<file path="config.mk">
export PLATFORM = sky130hd
export DESIGN_NAME = gn2d_ram
export DESIGN_NICKNAME = d
export VERILOG_FILES = /design/src/rtl/gradient_noise_2d_sampler_core_assert.svh /design/src/rtl/gn2d_pkg.sv /design/src/rtl/gn2d_ram.sv
export SDC_FILE = /design/constraint.sdc
export NUM_CORES = 2
export LEC_CHECK = 0
export ABC_AREA = 1
export ABC_CLOCK_PERIOD_IN_PS = 5300
export BUFFER_PORTS_ARGS = -buffer_cell sky130_fd_sc_hd__buf_2
export CAP_MARGIN = 20
export CORE_MARGIN = 1.5
export CORE_UTILIZATION = 35
export CTS_BUF_LIST = sky130_fd_sc_hd__clkbuf_8 sky130_fd_sc_hd__clkbuf_16
export DETAILED_ROUTE_END_ITERATION = 10
export GPL_TIMING_DRIVEN = 0
export MAX_ROUTING_LAYER = met4
export PLACE_DENSITY = 0.58
export SETUP_SLACK_MARGIN = 0.02
export SLEW_MARGIN = 20
export SYNTH_ARGS = -nofsm -noshare
export SYNTH_HDL_FRONTEND = slang
export SYNTH_SLANG_ARGS = --single-unit
</file>
<file path="constraint.sdc">
create_clock -name clk -period 5.3 [get_ports clk]
set_input_delay 0.795 -clock clk [delete_from_list [all_inputs] [get_ports clk]]
set_output_delay 0.795 -clock clk [all_outputs]
set_load 0.05 [all_outputs]
</file>
<file path="src/rtl/gradient_noise_2d_sampler_core_assert.svh">
// Assertion helpers for the gradient noise sampler.
// Both expect clk and arst_n in the scope where they are used.
`ifndef GRADIENT_NOISE_2D_SAMPLER_CORE_ASSERT_SVH
`define GRADIENT_NOISE_2D_SAMPLER_CORE_ASSERT_SVH

// same-cycle implication
`define GN2D_ASSERT_NOW(name, pre, post, msg) \
	name: assert property (@(posedge clk) disable iff (!arst_n) (pre) |-> (post)) \
		else $error(msg);

// next-cycle implication
`define GN2D_ASSERT_NEXT(name, pre, post, msg) \
	name: assert property (@(posedge clk) disable iff (!arst_n) (pre) |=> (post)) \
		else $error(msg);

`endif

</file>
<file path="src/rtl/gn2d_pkg.sv">
`default_nettype none

package gn2d_pkg;

	localparam int FRAC_BITS        = 8;
	localparam int COORD_W          = 12;
	localparam int CELL_W           = COORD_W - FRAC_BITS;
	localparam int SIZE_W           = 5;
	localparam int IDX_IN_W         = 4;
	localparam int GRAD_W           = 16;
	localparam int Q_ONE            = 16384;
	localparam int CFG_RESET_SIZE   = 16;
	localparam int DEF_GRID_COLUMNS = 16;
	localparam int DEF_GRID_ROWS    = 16;
	localparam int NUM_BANKS        = 4;
	localparam int CFG_IDX_W        = 1;

	typedef enum logic {
		MODE_EVAL  = 1'b0,
		MODE_WRITE = 1'b1
	} mode_t;

	typedef enum logic [CFG_IDX_W-1:0] {
		CFG_GRID_WIDTH  = 1'b0,
		CFG_GRID_HEIGHT = 1'b1
	} cfg_reg_t;

	typedef struct packed {
		logic signed [GRAD_W-1:0] gx;
		logic signed [GRAD_W-1:0] gy;
	} grad_t;

	// per-sample info handed from address stage to the blend pipe
	typedef struct packed {
		logic [FRAC_BITS-1:0] fx;
		logic [FRAC_BITS-1:0] fy;
		logic                 x_par;
		logic                 y_par;
		logic                 far_x_ok;
		logic                 far_y_ok;
		logic                 clamped;
	} samp_t;

	// entries per parity bank
	function automatic int bank_depth(int cols, int rows);
		return ((cols + 1) >> 1) * ((rows + 1) >> 1);
	endfunction

	function automatic int addr_w(int depth);
		return (depth > 1) ? $clog2(depth) : 1;
	endfunction

endpackage

`default_nettype wire

</file>
<file path="src/rtl/gn2d_ram.sv">
`default_nettype none

module gn2d_ram #(
	parameter int WIDTH = 32,
	parameter int DEPTH = 64,
	localparam int AW = gn2d_pkg::addr_w(DEPTH)
) (
	input  wire logic             clk,
	input  wire logic             wr_en,
	input  wire logic [AW-1:0]    wr_addr,
	input  wire logic [WIDTH-1:0] wr_data,
	input  wire logic             rd_en,
	input  wire logic [AW-1:0]    rd_addr,
	output logic      [WIDTH-1:0] rd_data
);

	logic [WIDTH-1:0] mem [DEPTH];
	logic [WIDTH-1:0] rd_data_q;

	always_ff @(posedge clk) begin
		if (wr_en) begin
			mem[wr_addr] <= wr_data;
		end
		if (rd_en) begin
			rd_data_q <= mem[rd_addr];
		end
	end

	assign rd_data = rd_data_q;

endmodule

`default_nettype wire

</file>
==> results.md <==
- Status: finished clean
- CTS tree: done
- Total power: between 30000 and 40000 uW
- Hold endpoint: mem[36][8]
- Met3 Use GR: 8.136%
- Ys Warns: 0
- Worst Tran Pin Value: ~1.3 ns
- Iter 0 DRT Violations: 10527
- Power Density: around 360 nW/um2
- Post-DP Area: 91430 um2
- Syn_nets: a little under 7000
- Final setup fails: 0
- Worst setup SP type: primary input
- Worst hold stages: 1
- CTS H-Tree Depth: 4
- Via density: approximately 5.7
- Worst setup margin: about 1.6 ns
- Final Skew: 0.04576 ns
- Cell count after synthesis: a little under 7000
- Register area share after synthesis: roughly 75%
- Dpl hpwl: around 240000 um
- HP Class: primary input to flip-flop
- Hold Crit Start: wr_data[8]
- Layout area overhead: 18.03%
- Worst path most repeated cell: nand2_1
- PortBufs: 70
- Antenna viol nets, final: 0
- GP Congestion: about 1.1
- RSZ-0062 raised after global routing: false
- Largest net degree at the start of global routing: 65
- Critical-path maximum fanout: 10
- M1 GR Usage: a little over a third
- Leakage power: approximately 0.035 uW
- Max-slew violations: 0
- First-pass GRT wire length: 462300 um
- Commonest non-fill, non-tap cell in the layout: nand2_1
- Number of global-route vias before repair: 55234
- Setup slack, reg-to-reg: just under 3 ns
- Cts bufs inserted: 207
- Row Count: around 180
- CP max stage delay: between 0.8 and 0.9 ns
- Setup slack after placement: roughly 1.0 ns
- Setup Crit Path Kind: primary input to flip-flop
- Reg2Reg Depth: 8
- Max_cap viols: 0
- Clk_lat worst skew: 0.88 ns
- Routed wire length: around 340000 um
- Nets: around 7300
- CP endpoint kind: flip-flop
- Vias: 60647
- Min Clock Period, post-route: 3.652 ns
- Initial antenna violation count: between 40 and 50
- 1st-pass router iterations: 7
- Critical-path top delay cell: clkbuf_1
- Met2 Usage GRT: 40.15%
- Setup Buffers After CTS: 0
- Design area: 98030 um2
- Post-CTS Hold Fix Bufs: 0
- Die area: between 200000 and 250000 um2
- Worst hold margin: about 0.32 ns
- Starting Density: between 30% and 40%
- Multi-input gate area: ~19000 um2
- CTS clk-pin slew, worst paths: 0.06 ns
- Root buf cell: clkbuf_16
- Cell variety after synth: 15
- GRT overflow: 0
- Fin. Hold Viols: 0
- Maximum clock insertion buffer count: 3
- DR DRC count: 0
- Sink Count: ~2100
- Register bit count reported by yosys: 2080
- Final cycle utilization of the critical path: slightly below 70%
- Data required time of the worst path: 5.87 ns
- GRT Max-Usage Layer: met2
- Ports: 79
- Worst reg2reg path endpoint: rd_data[19]
- Wire per inst: roughly 33 um
- CP Cell Sequence: buf_2 > inv_1 > clkbuf_1 > clkbuf_1 > nand3_1 > nand3_1 > nand2_1 > nand2_1 > nand2_1
- Core area: 235600 um2
- Setup TNS: 0 ns
- All-Layer GR Usage: slightly below 30%
- Die Wd: between 400 and 500 um
- R2R Path Start: mem[49][19]
- Worst VDD drop: 0.2638 mV
- Fillers: around 22000
- Synth Area per Inst: between 10 and 15 um2
- Commonest non-fill, non-tap cells in the layout: 2248 x nand2_1, 2080 x edfxtp_1, 1907 x nand3_1, 362 x buf_2, 208 x clkbuf_16
- Crit path DAT: between 4 and 5 ns
- Cell Area, Synth: 83060 um2
- Die Span Y: a little under 500 um
- Post_cts resized: 0
- Share of cells above drive strength 1: around an eighth
- Max_slew headroom: a little under an eighth
- F_max: between 0.2 and 0.3 GHz
- Register Area: around 62000 um2
cells in the mapped netlist, drive strengths merged:
| master | instances | share of area [%] |
|---|---|---|
| nor4 | 8 | 0.060 |
| nand2 | 2248 | 10 |
| nor2 | 56 | 0.25 |
| nand3 | 1907 | 11 |
| nand4 | 9 | 0.068 |
| edfxtp | 2080 | 75 |
| clkbuf | 77 | 0.35 |
| inv | 12 | 0.057 |
| buf | 372 | 2.4 |
cell type report:
| class | instances | share of cell area (%) |
|---|---|---|
| Antenna cell | 31 | 0.07913 |
| Buffer | 449 | 2.311 |
| Clock buffer | 208 | 5.309 |
| Clock inverter | 176 | 1.343 |
| Inverter | 12 | 0.04850 |
| Multi-Input combinational cell | 4228 | 19.15 |
| Sequential cell | 2080 | 63.71 |
| Tap cell | 3150 | 4.020 |
| Timing Repair Buffer | 271 | 4.031 |
metrics by stage:
stage          util [%]  std cells
2_1_floorplan         -       6769
3_3_place_gp      37.07       9989
3_5_place_dp      38.80      10190
4_1_cts           41.57      10574
5_1_grt           41.59      10594
6_report          41.60      10605
flip-flops by register name (all words and copies together) (netlist names):
| name | count |
|---|---|
| mem | 2048 |
| rd_data | 32 |
logic make-up after synthesis:
logic type | count (synthesis) | synth area share [%]
simple gates | 4228 | 22.03
flops | 2080 | 75.20
buf+inv | 461 | 2.769
worst max path at each step:
stage,start,to,slack (ns),cells after the start
after CTS,rd_addr[3],rd_data[24],1.93,8
final,rd_addr[3],rd_data[19],1.65,9
after floorplan,wr_en,mem[48][0],0.38,3
after global placement,wr_en,mem[49][28],-6.18,3
after global routing,rd_addr[3],rd_data[19],1.86,9
after detailed placement,rd_addr[3],rd_data[24],1.01,8
critical path: cells and delay by family:
kind | cells | cell delay (ns)
buffers and inverters | 4 | 1.85
and+or+nand+nor | 5 | 1.56
power breakdown:
| group | internal (uW) | total, uW | switching [uW] | leakage [uW] |
|---|---|---|---|---|
| Sequential | 18200 | 18300 | 30.0 | 0.0187 |
| Clock | 7730 | 14300 | 6570 | 0.00338 |
| Combinational | 585 | 2910 | 2320 | 0.0127 |
| Total | 26600 | 35500 | 8920 | 0.0348 |
metal layers:
layer	vias to the layer above	wire length (um)
li1	25222	-
met1	29929	124400
met2	4562	144900
met3	934	46970
met4	0	28710
met5	-	0
(Power assumes the default switching activity.)
