[config.mk]
export PLATFORM = sky130hd
export DESIGN_NAME = gn2d_front
export DESIGN_NICKNAME = d
export VERILOG_FILES = /design/src/rtl/gradient_noise_2d_sampler_core_assert.svh /design/src/rtl/gn2d_pkg.sv /design/src/rtl/gn2d_front.sv
export SDC_FILE = /design/constraint.sdc
export NUM_CORES = 1
export LEC_CHECK = 0
export BUFFER_PORTS_ARGS = -buffer_cell sky130_fd_sc_hd__buf_2
export CAP_MARGIN = 20
export CORE_MARGIN = 10
export CORE_UTILIZATION = 39
export DETAILED_ROUTE_END_ITERATION = 10
export GPL_TIMING_DRIVEN = 1
export PLACE_DENSITY = 0.95
export REMOVE_ABC_BUFFERS = 1
export SETUP_SLACK_MARGIN = 0.3
export SLEW_MARGIN = 10
export SYNTH_ARGS = -nofsm -noshare
export SYNTH_HDL_FRONTEND = slang
export SYNTH_SLANG_ARGS = --single-unit
[constraint.sdc]
create_clock -name vclk -period 4.5
set_input_delay 0.225 -clock vclk [all_inputs]
set_output_delay 0.225 -clock vclk [all_outputs]
set_load 0.01 [all_outputs]
[src/rtl/gradient_noise_2d_sampler_core_assert.svh]
// Assertion helpers for the gradient noise sampler.
// Both expect clk and arst_n in the scope where they are used.
`ifndef GRADIENT_NOISE_2D_SAMPLER_CORE_ASSERT_SVH
`define GRADIENT_NOISE_2D_SAMPLER_CORE_ASSERT_SVH

// same-cycle implication
`define GN2D_ASSERT_NOW(name, pre, post, msg) \
	name: assert property (@(posedge clk) disable iff (!arst_n) (pre) |-> (post)) \
		else $error(msg);

// next-cycle implication
`define GN2D_ASSERT_NEXT(name, pre, post, msg) \
	name: assert property (@(posedge clk) disable iff (!arst_n) (pre) |=> (post)) \
		else $error(msg);

`endif

[src/rtl/gn2d_pkg.sv]
`default_nettype none

package gn2d_pkg;

	localparam int FRAC_BITS        = 8;
	localparam int COORD_W          = 12;
	localparam int CELL_W           = COORD_W - FRAC_BITS;
	localparam int SIZE_W           = 5;
	localparam int IDX_IN_W         = 4;
	localparam int GRAD_W           = 16;
	localparam int Q_ONE            = 16384;
	localparam int CFG_RESET_SIZE   = 16;
	localparam int DEF_GRID_COLUMNS = 16;
	localparam int DEF_GRID_ROWS    = 16;
	localparam int NUM_BANKS        = 4;
	localparam int CFG_IDX_W        = 1;

	typedef enum logic {
		MODE_EVAL  = 1'b0,
		MODE_WRITE = 1'b1
	} mode_t;

	typedef enum logic [CFG_IDX_W-1:0] {
		CFG_GRID_WIDTH  = 1'b0,
		CFG_GRID_HEIGHT = 1'b1
	} cfg_reg_t;

	typedef struct packed {
		logic signed [GRAD_W-1:0] gx;
		logic signed [GRAD_W-1:0] gy;
	} grad_t;

	// per-sample info handed from address stage to the blend pipe
	typedef struct packed {
		logic [FRAC_BITS-1:0] fx;
		logic [FRAC_BITS-1:0] fy;
		logic                 x_par;
		logic                 y_par;
		logic                 far_x_ok;
		logic                 far_y_ok;
		logic                 clamped;
	} samp_t;

	// entries per parity bank
	function automatic int bank_depth(int cols, int rows);
		return ((cols + 1) >> 1) * ((rows + 1) >> 1);
	endfunction

	function automatic int addr_w(int depth);
		return (depth > 1) ? $clog2(depth) : 1;
	endfunction

endpackage

`default_nettype wire

[src/rtl/gn2d_front.sv]
`default_nettype none

// Clamps the point, splits cell/fraction, steers the four corner reads
// to the parity banks and decodes gradient writes.
module gn2d_front #(
	parameter int GRID_COLUMNS = gn2d_pkg::DEF_GRID_COLUMNS,
	parameter int GRID_ROWS    = gn2d_pkg::DEF_GRID_ROWS,
	localparam int BANK_COLS   = (GRID_COLUMNS + 1) >> 1,
	localparam int BANK_AW     = gn2d_pkg::addr_w(gn2d_pkg::bank_depth(GRID_COLUMNS, GRID_ROWS))
) (
	input  wire logic                                take,
	input  wire logic                                mode,
	input  wire logic        [gn2d_pkg::COORD_W-1:0] x_coord,
	input  wire logic        [gn2d_pkg::COORD_W-1:0] y_coord,
	input  wire logic       [gn2d_pkg::IDX_IN_W-1:0] grad_column,
	input  wire logic       [gn2d_pkg::IDX_IN_W-1:0] grad_row,
	input  wire logic signed  [gn2d_pkg::GRAD_W-1:0] grad_x,
	input  wire logic signed  [gn2d_pkg::GRAD_W-1:0] grad_y,
	input  wire logic         [gn2d_pkg::SIZE_W-1:0] width_cfg,
	input  wire logic         [gn2d_pkg::SIZE_W-1:0] height_cfg,
	output logic           [gn2d_pkg::NUM_BANKS-1:0] rd_en,
	output logic                       [BANK_AW-1:0] rd_addr [gn2d_pkg::NUM_BANKS],
	output logic           [gn2d_pkg::NUM_BANKS-1:0] wr_en,
	output logic                       [BANK_AW-1:0] wr_addr,
	output gn2d_pkg::grad_t                          wr_data,
	output gn2d_pkg::samp_t                          samp
);

	localparam int F      = gn2d_pkg::FRAC_BITS;
	localparam int CW     = gn2d_pkg::CELL_W;
	localparam int SW     = gn2d_pkg::SIZE_W;
	localparam int XW     = gn2d_pkg::COORD_W;
	localparam int LIM_W  = SW + F;
	localparam int GW     = gn2d_pkg::GRAD_W;
	localparam logic signed [GW-1:0] G_POS = GW'(gn2d_pkg::Q_ONE);
	localparam logic signed [GW-1:0] G_NEG = -G_POS;

	// register value forced into [2, lim]
	function automatic logic [SW-1:0] used_size(logic [SW-1:0] r, int lim);
		if (r < SW'(2)) begin
			return SW'(2);
		end else if (32'(r) > lim) begin
			return SW'(lim);
		end else begin
			return r;
		end
	endfunction

	function automatic logic signed [GW-1:0] sat_grad(logic signed [GW-1:0] g);
		if (g > G_POS) begin
			return G_POS;
		end else if (g < G_NEG) begin
			return G_NEG;
		end else begin
			return g;
		end
	endfunction

	logic [SW-1:0]    w_used, h_used;
	logic [LIM_W-1:0] xlim, ylim;
	logic [XW-1:0]    x_c, y_c;
	logic             x_over, y_over;
	logic [CW-1:0]    x0, y0;
	logic [CW:0]      x0p1, y0p1;
	logic [CW:0]      col_sel [gn2d_pkg::NUM_BANKS];
	logic [CW:0]      row_sel [gn2d_pkg::NUM_BANKS];
	logic             is_eval, is_write, in_table;
	logic [1:0]       wr_bank;

	assign is_eval  = (mode == gn2d_pkg::MODE_EVAL);
	assign is_write = (mode == gn2d_pkg::MODE_WRITE);

	always_comb begin
		w_used = used_size(width_cfg, GRID_COLUMNS);
		h_used = used_size(height_cfg, GRID_ROWS);
		xlim   = {w_used - SW'(1), {F{1'b0}}};
		ylim   = {h_used - SW'(1), {F{1'b0}}};

		x_over = (LIM_W'(x_coord) > xlim);
		y_over = (LIM_W'(y_coord) > ylim);
		x_c    = x_over ? xlim[XW-1:0] : x_coord;
		y_c    = y_over ? ylim[XW-1:0] : y_coord;

		x0   = x_c[XW-1:F];
		y0   = y_c[XW-1:F];
		x0p1 = {1'b0, x0} + 1'b1;
		y0p1 = {1'b0, y0} + 1'b1;

		samp.fx       = x_c[F-1:0];
		samp.fy       = y_c[F-1:0];
		samp.x_par    = x0[0];
		samp.y_par    = y0[0];
		samp.far_x_ok = (SW'(x0p1) < w_used);
		samp.far_y_ok = (SW'(y0p1) < h_used);
		samp.clamped  = x_over | y_over;

		in_table = (32'(grad_column) < GRID_COLUMNS) && (32'(grad_row) < GRID_ROWS);
		wr_bank  = {grad_row[0], grad_column[0]};
		wr_addr  = BANK_AW'(32'(grad_row[gn2d_pkg::IDX_IN_W-1:1]) * BANK_COLS
			+ 32'(grad_column[gn2d_pkg::IDX_IN_W-1:1]));
		wr_data.gx = sat_grad(grad_x);
		wr_data.gy = sat_grad(grad_y);

		// bank {row parity, column parity}: each corner of a cell lands in a
		// different bank, so all four read in the same cycle
		for (int b = 0; b < gn2d_pkg::NUM_BANKS; b++) begin
			col_sel[b] = (x0[0] == b[0]) ? {1'b0, x0} : x0p1;
			row_sel[b] = (y0[0] == b[1]) ? {1'b0, y0} : y0p1;
			rd_addr[b] = BANK_AW'(32'(row_sel[b][CW:1]) * BANK_COLS + 32'(col_sel[b][CW:1]));
			rd_en[b]   = take && is_eval;
			wr_en[b]   = take && is_write && in_table && (wr_bank == 2'(b));
		end
	end

endmodule

`default_nettype wire

==> results.sh <==
export IMPL_cp_arrival_ps=4000
export IMPL_synth_most_common_cell="and2_1"
export IMPL_yosysTopAreaCellShare_pct=19.6
export IMPL_wl_mm=7.74
export IMPL_viasPerCell=5.33
export IMPL_hold_buffers=0
export IMPL_grt_pass1_vias=2471
export IMPL_antenna_found_initial=0
export IMPL_outcome="complete, no violations"
export IMPL_path_cells="buf_8 > o311ai_4 > ha_2 > inv_2 > xnor2_2 > ha_1 > nor4b_4 > nand4_1 > o2111ai_2 > a21boi_4 > mux2i_2 > ha_2 > and3_1 > ha_1 > and3_1 > a221o_1 > a31oi_1 > buf_2"
export IMPL_cap_violations=0
export IMPL_cp_slowest_cell="a21boi_4"
export IMPL_synth_area_per_cell_um2=7.51
export IMPL_overflow=0
export IMPL_antennaDiodeCount=0
export IMPL_vdd_drop_max_mv=0.0830
export IMPL_place_congestion=0.995
export IMPL_setup_ws_ps=278
export IMPL_synth_area_leader_cell="ha_1"
export IMPL_nFillCells=350
export IMPL_grt_max_degree=15
export IMPL_finish_net_count=489
export IMPL_power_leakage_nw=1.55
export IMPL_dp_slack_ps=-42.8
export IMPL_yosysWarnings=0
export IMPL_drt_initial_drc_count=55
export IMPL_min_from="grad_column[1]"
export IMPL_grt_pass1_wl_mm=11.5
export IMPL_synthCells=230
export IMPL_fp_coreArea_mm2=0.00432
export IMPL_min_to="wr_addr[0]"
export IMPL_clock_buffers=0
export IMPL_grt_usage_pct=17.8
export IMPL_worst_hold_path_type="primary input to output pin"
export IMPL_syn2layout_area_growth_pct=61.3
export IMPL_cp_start_kind="primary input"
export IMPL_fmax_ghz=0.237
export IMPL_ys_seq_area_share_pct=0
export IMPL_num_rows=24
export IMPL_die_x_um=86.6
export IMPL_dpl_cell_area_mm2=0.00249
export IMPL_dp_cells=424
export IMPL_finalCritPeriodShare_pct=93.8
export IMPL_fin_cells=436
export IMPL_numPortBuffers=155
export IMPL_dr_pass1_iters=4
export IMPL_path_max_fanout=6
export IMPL_finalCriticalPeriod_ps=4220
export IMPL_seqCellArea_um2=0
export IMPL_required_ps=4280
export IMPL_ioPinCount=167
export IMPL_ys_types=54
export IMPL_dp_hpwl_mm=6.45
export IMPL_initial_core_util_pct=40.0
export IMPL_netlist_area_mm2=0.00173
export IMPL_drive_gt1_share_pct=59.9
export IMPL_setup_viol=0
export IMPL_multi_input_area_mm2=0.00172
export IMPL_drcViolationCount=0
export IMPL_slew_headroom_pct=52.8
export IMPL_worst_pin_slew_ps=706
export IMPL_slowest_delay_ps=320
export IMPL_setup_worst_path_end_class="output pin"
export IMPL_final_antenna_net_count=0
export IMPL_seq_cells=0
export IMPL_power_per_cell_area_mw_per_mm2=186
export IMPL_dieArea_mm2=0.00749
export IMPL_via_count=2325
export IMPL_final_core_util_pct=64.5
export IMPL_path_class="primary input to output pin"
export IMPL_wire_per_inst_um=17.7
export IMPL_final_area_mm2=0.00279
export IMPL_rsz0062_at_grt="yes"
export IMPL_synth_common_cells="and2_1 (35), ha_1 (27), buf_4 (15)"
export IMPL_whs_ps=450
export IMPL_chipHeight_um=86.6
export IMPL_synth_area_leaders="ha_1 (20%), and2_1 (13%), buf_4 (6.5%)"
export IMPL_slew_viol_final=0
export IMPL_finalHoldViolCount=0
export IMPL_holdPathStages=0
==> where the power goes <==
| part | switching [mW] | total, mW | internal, mW |
|---|---|---|---|
| logic | 0.275 | 0.520 | 0.245 |
| clock network | 0 | 0 | 0 |
| registers | 0 | 0 | 0 |
==> per-stage QoR <==
step	power (mW)	TNS, ps
3_3_place_gp	0.434	0
5_1_grt	0.567	0
4_1_cts	0.476	0
3_5_place_dp	0.454	-70.9
6_report	0.520	0
2_1_floorplan	0.260	0
==> worst max path at each step <==
stage | start | to | slack [ps] | cells after the start
detailed placement | height_cfg[3] | rd_addr[23] | -40 | 19
floorplan | width_cfg[3] | samp[2] | 190 | 15
CTS | width_cfg[4] | samp[2] | 320 | 18
finish | height_cfg[3] | samp[1] | 280 | 18
global route | height_cfg[3] | samp[1] | 90 | 18
global placement | height_cfg[1] | rd_addr[17] | 140 | 18
==> layout by cell type, fill, tap and decap left out, types with 5 or more instances in the layout <==
cell	synthesis	layout
ha_1	27	24
nor4_1	7	7
xor2_1	6	5
buf_4	15	21
and3_2	8	8
nand3_1	7	6
nand2_1	11	9
nor2_1	14	13
inv_1	9	7
and2_1	35	35
buf_2	0	153
nor2b_1	6	6
==> kinds of logic after synthesis <==
kind of cell | count (synthesis) | share of synthesized area (%)
compound gates | 32 | 15.6
xor+xnor | 14 | 8.69
fa+ha+maj | 27 | 19.6
buf+inv | 34 | 11.2
mux | 5 | 3.04
simple gates | 118 | 41.9
==> layer usage <==
metal	track usage, %	wire length (um)	vias up
li1	-	-	1118
met1	16.9	2540	1089
met2	36.6	4570	104
met3	4.97	503	14
met4	2.50	124	0
met5	0	0	-
==> repair_timing <==
action	4_1_cts	5_1_grt
endpoints found under the setup margin	9	6
setup buffers	3	9
gates resized for setup	17	30
pin swaps	4	11
==> critical path: cells and delay by family <==
family                     cells  cell delay, ps
AOI/OAI and AO/OA              5            1180
adders and majority gates      4            1060
and+or+nand+nor                4             730
buffers and inverters          3             320
muxes                          1             310
xor gates and xnor gates       1             150
==> layout make-up <==
type / instances / area share, %
Tap cell: 52 / 2.33
Timing Repair Buffer: 177 / 34.5
Multi-Input combinational cell: 196 / 61.7
Inverter: 11 / 1.48
Note: power is estimated with default switching activity, not from simulation.
